===== src/msrd_pkg.sv =====
// Package for the mount status reply decoder: item types, flag indexes, codes and characters.
`timescale 1ns / 1ps

package msrd_pkg;

    // Input item: one reply character plus framing and slew-status data
    typedef struct packed {
        logic [7:0] reply_char;
        logic       is_final;
        logic       reply_empty;
        logic [7:0] slew_byte;
        logic       slew_byte_present;
    } t_in_item;

    // Result item: decoded mount status
    typedef struct packed {
        logic       tracking;
        logic [2:0] park_state;
        logic       at_home;
        logic       goto_active;
        logic [1:0] pier_side;
        logic [2:0] activity;
        logic       error_valid;
        logic [3:0] error_code;
        logic       rate_valid;
        logic [3:0] slew_rate;
        logic       replied;
    } t_out_item;

    localparam int NUM_FLAGS = 12;

    // Accumulated reply state, including the item being taken in
    typedef struct packed {
        logic [NUM_FLAGS-1:0] flags;
        logic [7:0]           newest;
        logic [7:0]           older;
        logic [1:0]           count;
    } t_view;

    // Flag bit positions
    localparam int FB_TRK_OFF  = 0;
    localparam int FB_FAILED   = 1;
    localparam int FB_PARKING  = 2;
    localparam int FB_PARKED   = 3;
    localparam int FB_UNPARKED = 4;
    localparam int FB_HOME     = 5;
    localparam int FB_NO_GOTO  = 6;
    localparam int FB_WEST     = 7;
    localparam int FB_EAST     = 8;
    localparam int FB_MANUAL   = 9;
    localparam int FB_GUIDE    = 10;
    localparam int FB_HOMING   = 11;

    // Characters of interest
    localparam logic [7:0] CH_TRK_OFF  = 8'h6E; // n
    localparam logic [7:0] CH_FAILED   = 8'h46; // F
    localparam logic [7:0] CH_PARKING  = 8'h49; // I
    localparam logic [7:0] CH_PARKED   = 8'h50; // P
    localparam logic [7:0] CH_UNPARKED = 8'h70; // p
    localparam logic [7:0] CH_HOME     = 8'h48; // H
    localparam logic [7:0] CH_NO_GOTO  = 8'h4E; // N
    localparam logic [7:0] CH_WEST     = 8'h57; // W
    localparam logic [7:0] CH_EAST     = 8'h54; // T
    localparam logic [7:0] CH_MANUAL   = 8'h67; // g
    localparam logic [7:0] CH_GUIDE    = 8'h47; // G
    localparam logic [7:0] CH_HOMING   = 8'h68; // h
    localparam logic [7:0] CH_ZERO     = 8'h30; // 0
    localparam logic [7:0] CH_ONE      = 8'h31; // 1
    localparam logic [7:0] CH_NINE     = 8'h39; // 9

    localparam logic [7:0] SLEW_MOVING = 8'h7F;

    // Park state codes
    localparam logic [2:0] PARK_UNKNOWN  = 3'd0;
    localparam logic [2:0] PARK_UNPARKED = 3'd1;
    localparam logic [2:0] PARK_PARKED   = 3'd2;
    localparam logic [2:0] PARK_PARKING  = 3'd3;
    localparam logic [2:0] PARK_FAILED   = 3'd4;

    // Pier side codes
    localparam logic [1:0] PIER_NONE = 2'd0;
    localparam logic [1:0] PIER_EAST = 2'd1;
    localparam logic [1:0] PIER_WEST = 2'd2;

    // Activity codes
    localparam logic [2:0] ACT_IDLE    = 3'd0;
    localparam logic [2:0] ACT_MANUAL  = 3'd1;
    localparam logic [2:0] ACT_PARKING = 3'd2;
    localparam logic [2:0] ACT_HOMING  = 3'd3;
    localparam logic [2:0] ACT_GOTO    = 3'd4;
    localparam logic [2:0] ACT_GUIDE   = 3'd5;

    // One-hot flag mask for a character, zero for any other character
    function automatic logic [NUM_FLAGS-1:0] flag_mask(input logic [7:0] ch);
        logic [NUM_FLAGS-1:0] m;
        m = '0;
        unique case (ch)
            CH_TRK_OFF:  m[FB_TRK_OFF]  = 1'b1;
            CH_FAILED:   m[FB_FAILED]   = 1'b1;
            CH_PARKING:  m[FB_PARKING]  = 1'b1;
            CH_PARKED:   m[FB_PARKED]   = 1'b1;
            CH_UNPARKED: m[FB_UNPARKED] = 1'b1;
            CH_HOME:     m[FB_HOME]     = 1'b1;
            CH_NO_GOTO:  m[FB_NO_GOTO]  = 1'b1;
            CH_WEST:     m[FB_WEST]     = 1'b1;
            CH_EAST:     m[FB_EAST]     = 1'b1;
            CH_MANUAL:   m[FB_MANUAL]   = 1'b1;
            CH_GUIDE:    m[FB_GUIDE]    = 1'b1;
            CH_HOMING:   m[FB_HOMING]   = 1'b1;
            default:     m = '0;
        endcase
        return m;
    endfunction

endpackage


===== src/msrd_flags.sv =====
// Reply state: seen-flag bits, last two characters and saturating character count.
`timescale 1ns / 1ps

module msrd_flags (
    input  logic                i_clk,
    input  logic                i_rst_n,
    input  logic                i_adv,
    input  msrd_pkg::t_in_item  i_item,
    output msrd_pkg::t_view     o_view
);

    logic [msrd_pkg::NUM_FLAGS-1:0] r_flags;
    logic [7:0]                     r_newest;
    logic [7:0]                     r_older;
    logic [1:0]                     r_count;

    // State merged with the current character
    always_comb begin
        o_view.flags  = r_flags | msrd_pkg::flag_mask(i_item.reply_char);
        o_view.newest = i_item.reply_char;
        o_view.older  = r_newest;
        o_view.count  = (r_count == 2'd2) ? 2'd2 : r_count + 2'd1;
    end

    // Update on every advanced non-empty item; a final item leaves the state cleared
    always_ff @(posedge i_clk) begin
        if (!i_rst_n) begin
            r_flags  <= '0;
            r_newest <= '0;
            r_older  <= '0;
            r_count  <= '0;
        end else if (i_adv) begin
            if (i_item.is_final) begin
                r_flags  <= '0;
                r_newest <= '0;
                r_older  <= '0;
                r_count  <= '0;
            end else if (!i_item.reply_empty) begin
                r_flags  <= o_view.flags;
                r_newest <= o_view.newest;
                r_older  <= o_view.older;
                r_count  <= o_view.count;
            end
        end
    end

    // A final item starts the next reply from a clean state
    a_final_clears: assert property (@(posedge i_clk) disable iff (!i_rst_n)
        (i_adv && i_item.is_final) |=> (r_flags == '0 && r_count == 2'd0))
        else $error("state not cleared after final item");

    // A non-final character is always counted
    a_char_counted: assert property (@(posedge i_clk) disable iff (!i_rst_n)
        (i_adv && !i_item.is_final && !i_item.reply_empty) |=> (r_count != 2'd0))
        else $error("character not counted");

endmodule


===== src/msrd_decode.sv =====
// Status decode: turns the accumulated reply state into one result item.
`timescale 1ns / 1ps

module msrd_decode (
    input  msrd_pkg::t_in_item  i_item,
    input  msrd_pkg::t_view     i_view,
    output msrd_pkg::t_out_item o_item
);

    logic [msrd_pkg::NUM_FLAGS-1:0] f;
    logic                           gta;
    logic                           ev;
    logic                           rv;
    logic                           slewing;
    logic [7:0]                     err_diff;
    logic [7:0]                     rate_diff;
    msrd_pkg::t_out_item            dec;

    assign f         = i_view.flags;
    assign gta       = !f[msrd_pkg::FB_NO_GOTO];
    assign ev        = (i_view.newest >= msrd_pkg::CH_ZERO) &&
                       (i_view.newest <= msrd_pkg::CH_NINE);
    assign rv        = (i_view.count == 2'd2) &&
                       (i_view.older >= msrd_pkg::CH_ONE) &&
                       (i_view.older <= msrd_pkg::CH_NINE);
    assign slewing   = i_item.slew_byte_present &&
                       (i_item.slew_byte == msrd_pkg::SLEW_MOVING) && gta;
    assign err_diff  = i_view.newest - msrd_pkg::CH_ZERO;
    assign rate_diff = i_view.older - msrd_pkg::CH_ZERO;

    always_comb begin
        dec.tracking    = !f[msrd_pkg::FB_TRK_OFF];
        dec.at_home     = f[msrd_pkg::FB_HOME];
        dec.goto_active = gta;

        // Park state by precedence
        if (f[msrd_pkg::FB_FAILED])        dec.park_state = msrd_pkg::PARK_FAILED;
        else if (f[msrd_pkg::FB_PARKING])  dec.park_state = msrd_pkg::PARK_PARKING;
        else if (f[msrd_pkg::FB_PARKED])   dec.park_state = msrd_pkg::PARK_PARKED;
        else if (f[msrd_pkg::FB_UNPARKED]) dec.park_state = msrd_pkg::PARK_UNPARKED;
        else                               dec.park_state = msrd_pkg::PARK_UNKNOWN;

        // Pier side: west wins
        if (f[msrd_pkg::FB_WEST])      dec.pier_side = msrd_pkg::PIER_WEST;
        else if (f[msrd_pkg::FB_EAST]) dec.pier_side = msrd_pkg::PIER_EAST;
        else                           dec.pier_side = msrd_pkg::PIER_NONE;

        // Activity by fixed precedence
        if (f[msrd_pkg::FB_MANUAL])       dec.activity = msrd_pkg::ACT_MANUAL;
        else if (f[msrd_pkg::FB_PARKING]) dec.activity = msrd_pkg::ACT_PARKING;
        else if (f[msrd_pkg::FB_HOMING])  dec.activity = msrd_pkg::ACT_HOMING;
        else if (slewing)                 dec.activity = msrd_pkg::ACT_GOTO;
        else if (f[msrd_pkg::FB_GUIDE])   dec.activity = msrd_pkg::ACT_GUIDE;
        else                              dec.activity = msrd_pkg::ACT_IDLE;

        // Trailing digits
        dec.error_valid = ev;
        dec.error_code  = ev ? err_diff[3:0] : 4'd0;
        dec.rate_valid  = rv;
        dec.slew_rate   = rv ? rate_diff[3:0] : 4'd0;
        dec.replied     = 1'b1;

        // Empty reply gives all-zero defaults
        o_item = i_item.reply_empty ? '0 : dec;
    end

endmodule


===== src/mount_status_reply_decoder.sv =====
// Top level of the mount status reply decoder: input register, state, decode, result register.
`timescale 1ns / 1ps

// Feed the status reply one character per item, marking the last with is_final
// (an empty reply is one item with reply_empty and is_final set). The final item
// also carries the first slew-status byte. One item is taken every clock cycle
// while no result waits to be taken. An item is held in the input register; when it
// advances, its result, if any, is loaded into the output register until taken.
// Both stages stall only while a result waits to be taken.
// A non-final item with reply_empty set is dropped without effect.
module mount_status_reply_decoder (
    input  logic                i_clk,
    input  logic                i_rst_n,
    input  logic                i_in_valid,
    output logic                o_in_ready,
    input  msrd_pkg::t_in_item  i_in_item,
    output logic                o_out_valid,
    input  logic                i_out_ready,
    output msrd_pkg::t_out_item o_out_item
);

    logic                r_in_valid;
    msrd_pkg::t_in_item  r_in_item;
    logic                r_out_valid;
    msrd_pkg::t_out_item r_out_item;
    logic                adv;
    msrd_pkg::t_view     view;
    msrd_pkg::t_out_item n_out_item;

    // Stage advances whenever the result register is free or being emptied
    assign adv        = r_in_valid && (!r_out_valid || i_out_ready);
    assign o_in_ready = !r_in_valid || adv;

    // Input register
    always_ff @(posedge i_clk) begin
        if (!i_rst_n) begin
            r_in_valid <= 1'b0;
        end else if (o_in_ready) begin
            r_in_valid <= i_in_valid;
        end
    end

    always_ff @(posedge i_clk) begin
        if (o_in_ready && i_in_valid) begin
            r_in_item <= i_in_item;
        end
    end

    msrd_flags u_flags (
        .i_clk   (i_clk),
        .i_rst_n (i_rst_n),
        .i_adv   (adv),
        .i_item  (r_in_item),
        .o_view  (view)
    );

    msrd_decode u_decode (
        .i_item (r_in_item),
        .i_view (view),
        .o_item (n_out_item)
    );

    // Result register
    always_ff @(posedge i_clk) begin
        if (!i_rst_n) begin
            r_out_valid <= 1'b0;
        end else if (adv && r_in_item.is_final) begin
            r_out_valid <= 1'b1;
        end else if (i_out_ready) begin
            r_out_valid <= 1'b0;
        end
    end

    always_ff @(posedge i_clk) begin
        if (adv && r_in_item.is_final) begin
            r_out_item <= n_out_item;
        end
    end

    assign o_out_valid = r_out_valid;
    assign o_out_item  = r_out_item;

    // A final item always yields a result
    a_final_result: assert property (@(posedge i_clk) disable iff (!i_rst_n)
        (adv && r_in_item.is_final) |=> r_out_valid)
        else $error("final item produced no result");

    // Empty-reply defaults carry no status
    a_empty_defaults: assert property (@(posedge i_clk) disable iff (!i_rst_n)
        (r_out_valid && !r_out_item.replied) |->
            (!r_out_item.tracking && !r_out_item.goto_active &&
             r_out_item.activity == msrd_pkg::ACT_IDLE))
        else $error("empty reply result not at defaults");

endmodule


===== config.mk =====
export PLATFORM = sky130hd
export DESIGN_NAME = mount_status_reply_decoder
export DESIGN_NICKNAME = d
export VERILOG_FILES = /design/src/msrd_pkg.sv /design/src/msrd_flags.sv /design/src/msrd_decode.sv /design/src/mount_status_reply_decoder.sv
export SDC_FILE = /design/constraint.sdc
export NUM_CORES = 1
export LEC_CHECK = 0
export BUFFER_PORTS_ARGS = -buffer_cell sky130_fd_sc_hd__buf_2
export CAP_MARGIN = 30
export CORE_MARGIN = 4
export CORE_UTILIZATION = 54
export CTS_CLUSTER_DIAMETER = 150
export DETAILED_ROUTE_END_ITERATION = 7
export GPL_TIMING_DRIVEN = 0
export PLACE_DENSITY = 0.87
export SYNTH_ARGS = -nofsm -noshare
export SYNTH_HDL_FRONTEND = slang
export SYNTH_SLANG_ARGS = --single-unit

===== constraint.sdc =====
create_clock -name i_clk -period 2.33 [get_ports i_clk]
set_clock_uncertainty 0.05 [all_clocks]
set_input_delay 0.466 -clock i_clk [delete_from_list [all_inputs] [get_ports i_clk]]
set_output_delay 0.466 -clock i_clk [all_outputs]
set_load 0.1 [all_outputs]

== Yosys cells after proc, flatten, opt, wreduce, memory -nomap -nowiden ==
Cells that the tools add are included.
Word-level totals
  register bits after elaboration: 65
  output and inout bits: 24
  input port bits: 23
  word-level logic and storage cells: 106
Operators by class
  eq/ne operators: 16
  mux-type cells: 33
  bitwise operators: 3
  reduce and logical (&&, ||, !) cells: 22
  add/sub/neg operators: 3
  order comparisons: 4
Operators by type and width (count)
  8-bit by 7-bit == test with 1-bit output, second input constant: 13
  12-bit two-way mux: 2
  1-bit two-way mux: 18
  8-bit by 6-bit greater-or-equal comparator with 1-bit output, second input constant: 2
  8-bit by 6-bit less-or-equal comparator with 1-bit output, second input constant: 2
  8-bit two-way mux: 2
  3-bit two-way mux: 5
  2-bit two-way mux: 6
  12-bit OR: 1
  2-bit OR reduction: 5
  1-bit logical AND: 8
  4-bit by 1-bit subtractor with 4-bit output, second input constant: 2
  2-bit == test, second input constant: 2
  1-bit zero test: 4
  4-bit OR reduction: 1
  2-bit by 1-bit adder with 2-bit output, second input constant: 1
  1-bit logical OR: 2
  2-bit by 1-bit != test with 1-bit output, second input constant: 1
  1-bit NOT: 2
  2-bit AND reduction: 1
  2-bit nonzero test: 1

== Logic depth before layout (Yosys ltp) ==
Gate-level depths: netlist of the first run.
  word-level depth: 9
  gate-level depth with buffers: 5

== By module ==
A second synthesis of the first run with hierarchy kept.
Unflattened totals
  cells, all modules: 231
  area, all modules: 2839.0 um^2
By module, submodules not included
  mount_status_reply_decoder: area each 1343.8 um^2, times used 1, cells each 54
  msrd_flags: area each 1218.7 um^2, times used 1, cells each 133
  msrd_decode: area each 276.5 um^2, times used 1, cells each 44

== Worst setup path after synthesis of the first run ==
Ideal clock, no wire load.
  path kind: register -> register
  start point: register r_out_valid (netlist: o_out_valid)
  end point: register r_in_item[0] (netlist bit), enable pin
  slack: -0.650 ns
  buffers on the path: 0
  required time: 1.945 ns
  arrival: 2.595 ns
  stages on the path, launching flop included: 4
  cell sequence: dfxtp_1 > nor2b_1 > nand2_1 > and2_1
Between the ends
  word-level cells in the longest chain between the ends: 5
Ends and longest elaborated chain
  start, declared: line mount_status_reply_decoder.sv:24  | logic r_out_valid;
  start signal, assigned: line mount_status_reply_decoder.sv:66  | r_out_valid <= 1'b0;
  start signal, assigned: line mount_status_reply_decoder.sv:68  | r_out_valid <= 1'b1;
  start signal, assigned: line mount_status_reply_decoder.sv:70  | r_out_valid <= 1'b0;
  1-bit zero test: line mount_status_reply_decoder.sv:31  | assign adv = r_in_valid && (!r_out_valid || i_out_ready);
  1-bit logical OR: line mount_status_reply_decoder.sv:31
  1-bit logical AND: line mount_status_reply_decoder.sv:31
  1-bit logical OR: line mount_status_reply_decoder.sv:32  | assign o_in_ready = !r_in_valid || adv;
  named net o_in_ready: line mount_status_reply_decoder.sv:15  | output logic o_in_ready,
  1-bit logical AND: line mount_status_reply_decoder.sv:44  | if (o_in_ready && i_in_valid) begin
  end signal, assigned: line mount_status_reply_decoder.sv:45  | r_in_item <= i_in_item;
  end, declared: line mount_status_reply_decoder.sv:23  | msrd_pkg::t_in_item r_in_item;
The timed path passes the listed nets, and every way through them passes these cells.
A chain may end at the register's enable or synchronous reset.

== Worst setup path after layout of the first run ==
  start point: register r_out_valid (netlist: o_out_valid)
  end point: output port o_in_ready
Between the ends
  word-level cells in the longest chain between the ends: 4
Ends and longest elaborated chain (line)
  1-bit zero test: mount_status_reply_decoder.sv:31
  1-bit logical OR: mount_status_reply_decoder.sv:31
  1-bit logical AND: mount_status_reply_decoder.sv:31
  1-bit logical OR: mount_status_reply_decoder.sv:32
  end, declared: mount_status_reply_decoder.sv:15
Every way passes these cells.

==> results of run 1 <==
## stage by stage
step	std cells	util, %
floorplan	196	-
global placement	294	64.0
detailed placement	294	64.0
CTS	310	67.8
global route	310	67.8
finish	310	67.8
## final timing paths
check / slack, ns / endpoint / cells after the start
setup / recovery: 0.37 / o_in_ready / 3
hold / removal: 0.25 / r_in_item[12] / 1
setup reg to reg: 0.40 / o_out_item[11] / 4
hold reg to reg: 0.42 / u_flags.r_flags[5] / 2
## power groups by stage
stage          Sequential [W]  Clock (W)  Combinational, W
2_1_floorplan         0.00137          0         0.0000658
3_3_place_gp          0.00130          0          0.000180
3_5_place_dp          0.00131          0          0.000183
4_1_cts               0.00128   0.000842          0.000184
5_1_grt               0.00128   0.000896          0.000196
6_report              0.00128   0.000831          0.000184
## state kept, by name, indices dropped and copies added (netlist names)
name	count
o_out_item	22
o_out_valid	1
r_in_item	19
r_in_valid	1
u_flags.r_count	2
u_flags.r_flags	12
u_flags.r_newest	8
## cells by family (layout without fill, tap and decap cells)
group | after synthesis | after routing | synth area share (%)
fa+ha+maj | 1 | 1 | 0.488
buf+inv | 12 | 74 | 2.00
simple gates | 81 | 81 | 20.0
flops | 65 | 65 | 66.7
compound gates | 36 | 36 | 10.4
xor+xnor | 1 | 1 | 0.342
## layout by cell type (no fill, tap or decap), types with 3 or more instances in the layout
master	synthesis	routed
inv_1	7	7
clkbuf_1	2	7
a31oi_1	3	3
nand2_1	6	5
and2_1	6	5
a21oi_1	7	7
o2111a_1	3	3
edfxtp_1	41	41
and4b_1	3	3
nor2_1	21	21
nand3_1	3	3
dfxtp_1	24	23
buf_2	2	48
clkbuf_8	0	11
a22oi_1	10	10
nor3_1	9	9
nor2b_1	14	14
## layout make-up
cell class / instances / area (sq um)
tap: 52 / 65.1
timing repair buffer: 46 / 230
buffer: 5 / 25.0
inverter: 7 / 26.3
clock buffer: 16 / 170
multi-input combinational: 119 / 806
fill: 315 / 1440
sequential: 65 / 1710
## per-layer routing
layer  GRT usage, %  up-vias  wire, um
met2           26.6       64      2210
met5              0        -         0
li1               -      858         -
met1           20.9      818      2080
met3           5.50       17       340
met4           12.0        0       138
==> run_results.csv, run 1 <==
group,metric,value,unit
run_status,outcome,"complete, no violations",
placed_design,io_buffers,46,
clocking,clock_latency,0.34,ns
floorplan,rows,24,
worst_setup_path,arrival,1.45,ns
global_routing,grt_pass1_vias,1654,
worst_setup_path,crit_required,1.81,ns
clocking,numCtsBuffers,9,
power_and_ir_drop,p_switching,0.000545,W
floorplan,die_x,76.9,um
power_and_ir_drop,power,0.00230,W
clocking,cts_max_path_buffers,2,
worst_setup_path,crit_fanout,4,
power_and_ir_drop,clkPwrFrac,36.2,%
logic_synthesis,ys_warn_count,0,
timing,worst_pin_slew,0.819,ns
logic_synthesis,synthArstFlopShare,0,%
routing,ant_nets,0,
routing,dr_total_vias,1757,
timing,rsz0062_at_grt,"false",
power_and_ir_drop,ir_worst_vdd,0.523,mV
worst_setup_path,crit_type,"register to primary output",
power_and_ir_drop,comb_power_share,8.0,%
logic_synthesis,netlist_instances,196,
clocking,cts_tree,"built",
clocking,hold_buffers,0,
routing,drc,0,
placed_design,gp_congestion,0.875,
logic_synthesis,yosysMostFrequentCell,"edfxtp_1",
logic_synthesis,synth-edff-count,41,
floorplan,io_pins,47,
finish,design_area,3040,sq um
timing,final_hold_viol_count,0,
logic_synthesis,yosys.area.top_type,"edfxtp_1",
floorplan,die_area,5920,sq um
finish,synthToLayoutAreaGrowth,18.3,%
logic_synthesis,ys_types,44,
worst_setup_path,slowest_delay,0.39,ns
routing,routedWlPerCell,15.4,um
power_and_ir_drop,internal_power,0.00175,W
timing,final.setup.worst_slack,0.368,ns
worst_setup_path,path_buf_inv,1,
global_routing,grt_use_total,17.4,%
power_and_ir_drop,power_density,757,nW/um^2
finish,finalNetCount,277,
clocking,cts_sinks,65,
logic_synthesis,syn-num-nets,220,
logic_synthesis,seq_area_frac_synth,66.7,%
clocking,post_cts_resized,0,
finish,n_antenna_cell,0,
logic_synthesis,ys_top_cells_by_count,"edfxtp_1, dfxtp_1, nor2_1",
finish,drive_above_1_share,27.9,%
floorplan,design.core.area,4470,sq um
worst_setup_path,path_cells,"nor2b_1, nand2_2, buf_2",
timing,holdWs,0.246,ns
placed_design,placed_cell_area,2870,sq um
routing,drt_first_pass_iters,5,
global_routing,overflow,0,
worst_setup_path,cp_slowest_cell,"nor2b_1",
logic_synthesis,ys_seq_elements,65,
logic_synthesis,synth.area.top_cells,"edfxtp_1, dfxtp_1, nor2b_1",
timing,finalSetupViolCount,0,
job,cap_viol_max_count,0,
clocking,cts_setup_buffers,0,
floorplan,start_util,57.3,%
power_and_ir_drop,seqPwrFrac,55.8,%
clocking,cts-root-buf,"clkbuf_8",
global_routing,grt_antenna_before_repair,0,
timing,period_minus_slack,1.96,ns
routing,drt_first_iter_violations,216,
placed_design,place_ws,0.253,ns
worst_setup_path,start_kind,"register",
routing,vias_per_cell,5.67,
clocking,htree_levels,3,
timing,max_clock_freq,0.510,GHz
power_and_ir_drop,p_leak,1.16,nW
min_path,worstHoldStart,"i_in_item[12]",
timing,min_period_over_period,84.2,%
clocking,path_clk_slew,0.07,ns
global_routing,grt_pass1_wl,7750,um
worst_setup_path,critPathTopFamily,"simple AND/OR/NAND/NOR gates",
logic_synthesis,synth_top_area_share,48.0,%
logic_synthesis,syn_avg_cell_area,13.1,sq um
timing,maxSlewHeadroom,45.4,%
min_path,hold_path_class,"input pin to register",
worst_setup_path,r2r_start,"r_in_item[15]",
logic_synthesis,synthFlopType,"edfxtp_1",
worst_setup_path,worst_setup_path_end_kind,"primary output",
global_routing,grt_max_degree,23,
power_and_ir_drop,swShare,23.7,%
routing,wirelength,4760,um
logic_synthesis,syn_area,2560,sq um
placed_design,hpwlAfterDp,3240,um
worst_setup_path,crit_path_start,"o_out_valid",
floorplan,die_h,76.9,um
timing,finalMaxSlewViolations,0,
timing,setup_tns,0,ns
Note: power is estimated with default switching activity, not from simulation.
==> run 2: changes to the inputs <==
Clock period 2.33 ns to 2 ns, I/O delays scaled along.
==> run 2 against run 1 <==
Sequential share of layout area is 0.99 points lower; critical endpoint is now o_out_item[13]; largest cell class unchanged; combinational power is 17% higher; global-route usage barely moved; utilization is 1.3 points higher; worst hold slack got worse by 0.067 ns; routed wire length about the same; worst setup slack worse by 0.26 ns.
==> run_results.csv, run 2 (synthesis gave the netlist of run 1 again) <==
group,metric,value,unit
timing,finalSetupViolCount,0,
finish,multi_input_area,821,sq um
worst_setup_path,crit_required,2.12,ns
worst_setup_path,worst_setup_path_end_kind,"register",
clocking,cts_tree,"built",
timing,holdWs,0.179,ns
timing,rsz0062_at_grt,"false",
placed_design,io_buffers,46,
worst_setup_path,start_kind,"register",
clocking,hold_buffers,0,
clocking,cts-root-buf,"clkbuf_8",
timing,finalMaxSlewViolations,0,
placed_design,hpwlAfterDp,3230,um
finish,synthToLayoutAreaGrowth,20.6,%
floorplan,die_area,5920,sq um
finish,finalNetCount,279,
timing,max_clock_freq,0.528,GHz
power_and_ir_drop,ir_worst_vdd,0.636,mV
finish,finalNonFillerCells,312,
finish,largest_reg_flops,22,
finish,design_area,3090,sq um
floorplan,die_x,76.9,um
routing,drt_first_pass_iters,4,
clocking,cts_max_path_buffers,2,
timing,min_period_over_period,94.7,%
routing,wirelength,4760,um
floorplan,io_pins,47,
timing,worst_pin_slew,0.816,ns
placed_design,placed_cell_area,2880,sq um
routing,vias_per_cell,5.69,
routing,drc,0,
worst_setup_path,r2r_setup_slack,0.11,ns
timing,final_hold_viol_count,0,
worst_setup_path,r2r_start,"r_in_item[15]",
worst_setup_path,ff2ff_path_depth,5,
global_routing,grt_antenna_before_repair,0,
global_routing,grt_max_degree,23,
power_and_ir_drop,p_leak,1.19,nW
placed_design,gp_congestion,0.836,
worst_setup_path,crit_type,"register to register",
clocking,numCtsBuffers,9,
worst_setup_path,crit_fanout,7,
finish,nFillCells,322,
worst_setup_path,crit_end,"o_out_item[13]",
routing,ant_nets,0,
global_routing,overflow,0,
finish,n_antenna_cell,0,
global_routing,grt_pass1_wl,7980,um
worst_setup_path,arrival,2.02,ns
placed_design,dp_cells,294,
global_routing,grt_use_total,17.4,%
finish,final_cell_mix,"buf_2, edfxtp_1, dfxtp_1",
power_and_ir_drop,power,0.00281,W
global_routing,grt_pass1_vias,1693,
routing,routedWlPerCell,15.3,um
timing,maxSlewHeadroom,45.5,%
finish,layout.cells.most_common,"buf_2",
worst_setup_path,r2r_end,"o_out_item[13]",
clocking,cts_sinks,65,
floorplan,rows,24,
floorplan,die_h,76.9,um
timing,period_minus_slack,1.89,ns
clocking,htree_levels,3,
routing,drt_first_iter_violations,200,
routing,dr_total_vias,1775,
floorplan,design.core.area,4470,sq um
run_status,outcome,"complete, no violations",
floorplan,start_util,57.3,%
worst_setup_path,crit_path_start,"r_in_item[15]",
finish,seqCellArea,1720,sq um
job,cap_viol_max_count,0,
clocking,clock_latency,0.35,ns
finish,drive_above_1_share,30.8,%
min_path,hold_path_class,"input pin to register",
clocking,path_clk_slew,0.07,ns
power_and_ir_drop,power_density,907,nW/um^2
## run 2: worst max-delay path: stages (launching register included)
cell	delay [ns]
edfxtp_1	0.54
nor4b_4	0.40
buf_4	0.20
a21o_1	0.14
o21ba_1	0.16
nor4b_2	0.24
## run 2: report_power, final
part | switching, W | internal, W
Combinational | 0.000160 | 0.0000563
Sequential | 0.0000278 | 0.00146
Clock | 0.000496 | 0.000605
## run 2: cell type report
| type | count | area share, % |
|---|---|---|
| Timing Repair Buffer | 48 | 7.93 |
| Clock buffer | 11 | 4.57 |
| Inverter | 7 | 0.849 |
| Multi-Input combinational cell | 119 | 26.5 |
| Buffer | 5 | 0.809 |
| Tap cell | 52 | 2.10 |
| Clock inverter | 5 | 1.78 |
| Sequential cell | 65 | 55.4 |
## run 2: stage by stage
step                      TNS, ns  setup WS, ns  utilization [%]
after floorplan                 0         0.164                -
after global placement          0        0.0626             64.3
after detailed placement   -0.357       -0.0177             64.3
after CTS                       0        0.0548             68.7
after global routing            0       0.00879             69.2
final                           0         0.106             69.2
## run 2: routing by layer
metal | global-route usage (%) | routed length [um]
met1 | 21.9 | 2020
met2 | 25.9 | 2230
met3 | 7.03 | 392
met4 | 8.51 | 112
met5 | 0 | 0
## run 2: what timing repair did
item,CTS,global route
resized for setup,0,1
setup buffers,0,2
setup endpoints to repair,0,1
## run 2: how the worst min path moves through the flow
stage,start,endpoint,slack (ns),depth (start not counted)
finish,i_in_item[9],r_in_item[9],0.18,1
floorplan,u_flags.r_flags[5],u_flags.r_flags[5],0.39,2
detailed placement,u_flags.r_flags[5],u_flags.r_flags[5],0.41,2
CTS,i_in_item[3],r_in_item[3],0.16,1
global placement,u_flags.r_flags[0],u_flags.r_flags[0],0.40,2
global route,i_in_item[6],r_in_item[6],0.16,1
==> run 3: changes to the inputs <==
Settings changed: ABC_AREA from default to 1.
==> run 3 against run 2 <==
Via count rose by 4.1%; worst setup slack improved by 0.041 ns; die area is essentially flat; synthesized area about the same; critical path depth shrank 1; maximum frequency increased by 2.2%; count of clock-buffer cells in the layout is the same; power fell by 4.8%; combinational power is 6% lower; clock power down 10%; largest cell class unchanged; highest routed layer unchanged.
==> run_results.csv, run 3 <==
group,metric,value,unit
floorplan,io_pins,47,
floorplan,die_area,5920,sq um
floorplan,start_util,57.4,%
logic_synthesis,ys_warn_count,0,
logic_synthesis,netlist_instances,246,
finish,n_antenna_cell,0,
clocking,hold_buffers,0,
logic_synthesis,syn-num-nets,270,
logic_synthesis,synthFlopType,"edfxtp_1",
clocking,post_cts_resized,0,
placed_design,placed_cell_area,2880,sq um
global_routing,overflow,0,
logic_synthesis,synthArstFlopShare,0,%
routing,wirelength,4750,um
logic_synthesis,synth-edff-count,41,
worst_setup_path,r2r_setup_slack,0.18,ns
routing,m1WireLength,2010,um
placed_design,io_buffers,46,
routing,dr_total_vias,1848,
logic_synthesis,syn_avg_cell_area,10.4,sq um
logic_synthesis,seq_area_frac_synth,66.7,%
power_and_ir_drop,p_leak,1.25,nW
clocking,cts_tree,"built",
global_routing,grt_pass1_wl,7990,um
finish,largest_reg_flops,22,
logic_synthesis,yosysMostFrequentCell,"inv_1",
worst_setup_path,r2r_end,"o_out_item[12]",
finish,design_area,3070,sq um
finish,drive_above_1_share,24.6,%
global_routing,grt_antenna_before_repair,0,
timing,setup_tns,0,ns
floorplan,die_h,77.0,um
clocking,cts_sinks,65,
timing,max_clock_freq,0.540,GHz
finish,nFillCells,337,
timing,period_minus_slack,1.85,ns
worst_setup_path,worst_setup_path_end_kind,"primary output",
power_and_ir_drop,ir_worst_vdd,0.542,mV
worst_setup_path,crit_required,1.55,ns
placed_design,place_ws,-0.0583,ns
routing,routedWlPerCell,13.2,um
routing,vias_per_cell,5.12,
finish,synthToLayoutAreaGrowth,19.5,%
worst_setup_path,start_kind,"register",
placed_design,hpwlAfterDp,3330,um
timing,finalMaxSlewViolations,0,
global_routing,grt_max_degree,24,
job,cap_viol_max_count,0,
worst_setup_path,crit_path_start,"o_out_valid",
timing,maxSlewHeadroom,65.0,%
routing,wl_met2,2320,um
clocking,cts_setup_buffers,0,
timing,finalSetupViolCount,0,
clocking,cts-root-buf,"clkbuf_8",
logic_synthesis,syn_area,2570,sq um
power_and_ir_drop,power_density,872,nW/um^2
logic_synthesis,ys_top_cells_by_count,"inv_1, edfxtp_1, nor2_1",
routing,drc,0,
worst_setup_path,r2r_start,"o_out_valid",
logic_synthesis,synth_top_area_share,48.0,%
clocking,numCtsBuffers,9,
logic_synthesis,synth.area.top_cells,"edfxtp_1, dfxtp_1, inv_1",
worst_setup_path,ff2ff_path_depth,3,
finish,finalNetCount,328,
logic_synthesis,ys_seq_elements,65,
worst_setup_path,crit_fanout,3,
timing,min_period_over_period,92.7,%
routing,maxUsedRoutingLayer,"met4",
worst_setup_path,arrival,1.40,ns
timing,final.setup.worst_slack,0.147,ns
worst_setup_path,crit_end,"o_in_ready",
routing,ant_nets,0,
clocking,path_clk_slew,0.07,ns
floorplan,rows,24,
global_routing,grt_use_total,17.8,%
global_routing,grt_pass1_vias,1835,
min_path,hold_path_class,"input pin to register",
timing,holdWs,0.180,ns
worst_setup_path,crit_type,"register to primary output",
timing,worst_pin_slew,0.526,ns
clocking,clock_latency,0.34,ns
clocking,cts_max_path_buffers,2,
logic_synthesis,ys_types,26,
placed_design,gp_congestion,0.865,
finish,utilization,68.6,%
logic_synthesis,yosys.area.top_type,"edfxtp_1",
timing,final_hold_viol_count,0,
run_status,outcome,"complete, no violations",
routing,drt_first_pass_iters,4,
routing,drt_first_iter_violations,170,
floorplan,design.core.area,4470,sq um
clocking,htree_levels,3,
timing,rsz0062_at_grt,"false",
routing,route.met3.wl,290,um
floorplan,die_x,77.0,um
finish,final_cell_mix,"inv_1, buf_2, edfxtp_1",
run 3: cell count changes after synthesis, moves of 3 or more:
cell / change
inv_1: +41
nand2_1: +24
nor2b_1: -14
nor2_1: +13
a22oi_1: -10
a211oi_1: +9
o22ai_1: +8
a21oi_1: +7
and2_1: -5
and4b_1: -3
nand3_1: +3
nor3_1: -3
o2111a_1: -3
or2_1: +3
run 3: power breakdown:
group	switching [W]	leakage, nW	internal [W]
sequential	0.0000194	0.596	0.00146
combinational	0.000157	0.565	0.0000464
clock	0.000480	0.0911	0.000509
run 3: cell families (layout without fill, tap and decap cells):
| group | after synthesis | in the layout | synth area share, % |
|---|---|---|---|
| buffers and inverters | 56 | 119 | 8.97 |
| and+or+nand+nor | 84 | 84 | 14.2 |
| adders and majority gates | 1 | 1 | 0.487 |
| AOI/OAI and AO/OA | 40 | 40 | 9.65 |
| DFF | 65 | 65 | 66.7 |
run 3: per-stage QoR:
step           cells  total power [W]
2_1_floorplan    246          0.00165
3_3_place_gp     344          0.00170
3_5_place_dp     344          0.00171
4_1_cts          360          0.00270
5_1_grt          361          0.00278
6_report         361          0.00267
run 3: how the worst min path moves through the flow:
stage	to	slack, ns	from	cells past startpoint
after floorplan	u_flags.r_flags[6]	0.38	u_flags.r_flags[6]	2
after global placement	u_flags.r_flags[6]	0.39	u_flags.r_flags[6]	2
after detailed placement	u_flags.r_flags[6]	0.39	u_flags.r_flags[6]	2
after CTS	r_in_item[6]	0.16	i_in_item[6]	1
after global routing	r_in_item[9]	0.16	i_in_item[9]	1
final	r_in_item[18]	0.18	i_in_item[18]	1
run 3: layout make-up:
type,instances,area (sq um),area share [%]
plain buffers,5,33.8,1.10
clock buffers,11,151,4.93
clock inverters,5,30.0,0.979
inverters,51,204,6.65
multi-input cells,125,633,20.6
flip-flops and latches,65,1720,55.9
well taps,52,65.1,2.12
repair buffers,46,230,7.50
repair inverters,1,5.00,0.163
run 3: layer usage:
| metal | vias to the layer above | track usage [%] |
|---|---|---|
| li1 | 931 | - |
| met1 | 840 | 19.2 |
| met2 | 63 | 30.2 |
| met3 | 14 | 5.62 |
| met4 | 0 | 10.9 |
| met5 | - | 0 |
run 3: critical path, cell delays in order (launching register included):
cell	delay [ns]
dfxtp_4	0.34
nand2_1	0.14
inv_1	0.10
nand2_4	0.07
buf_2	0.42
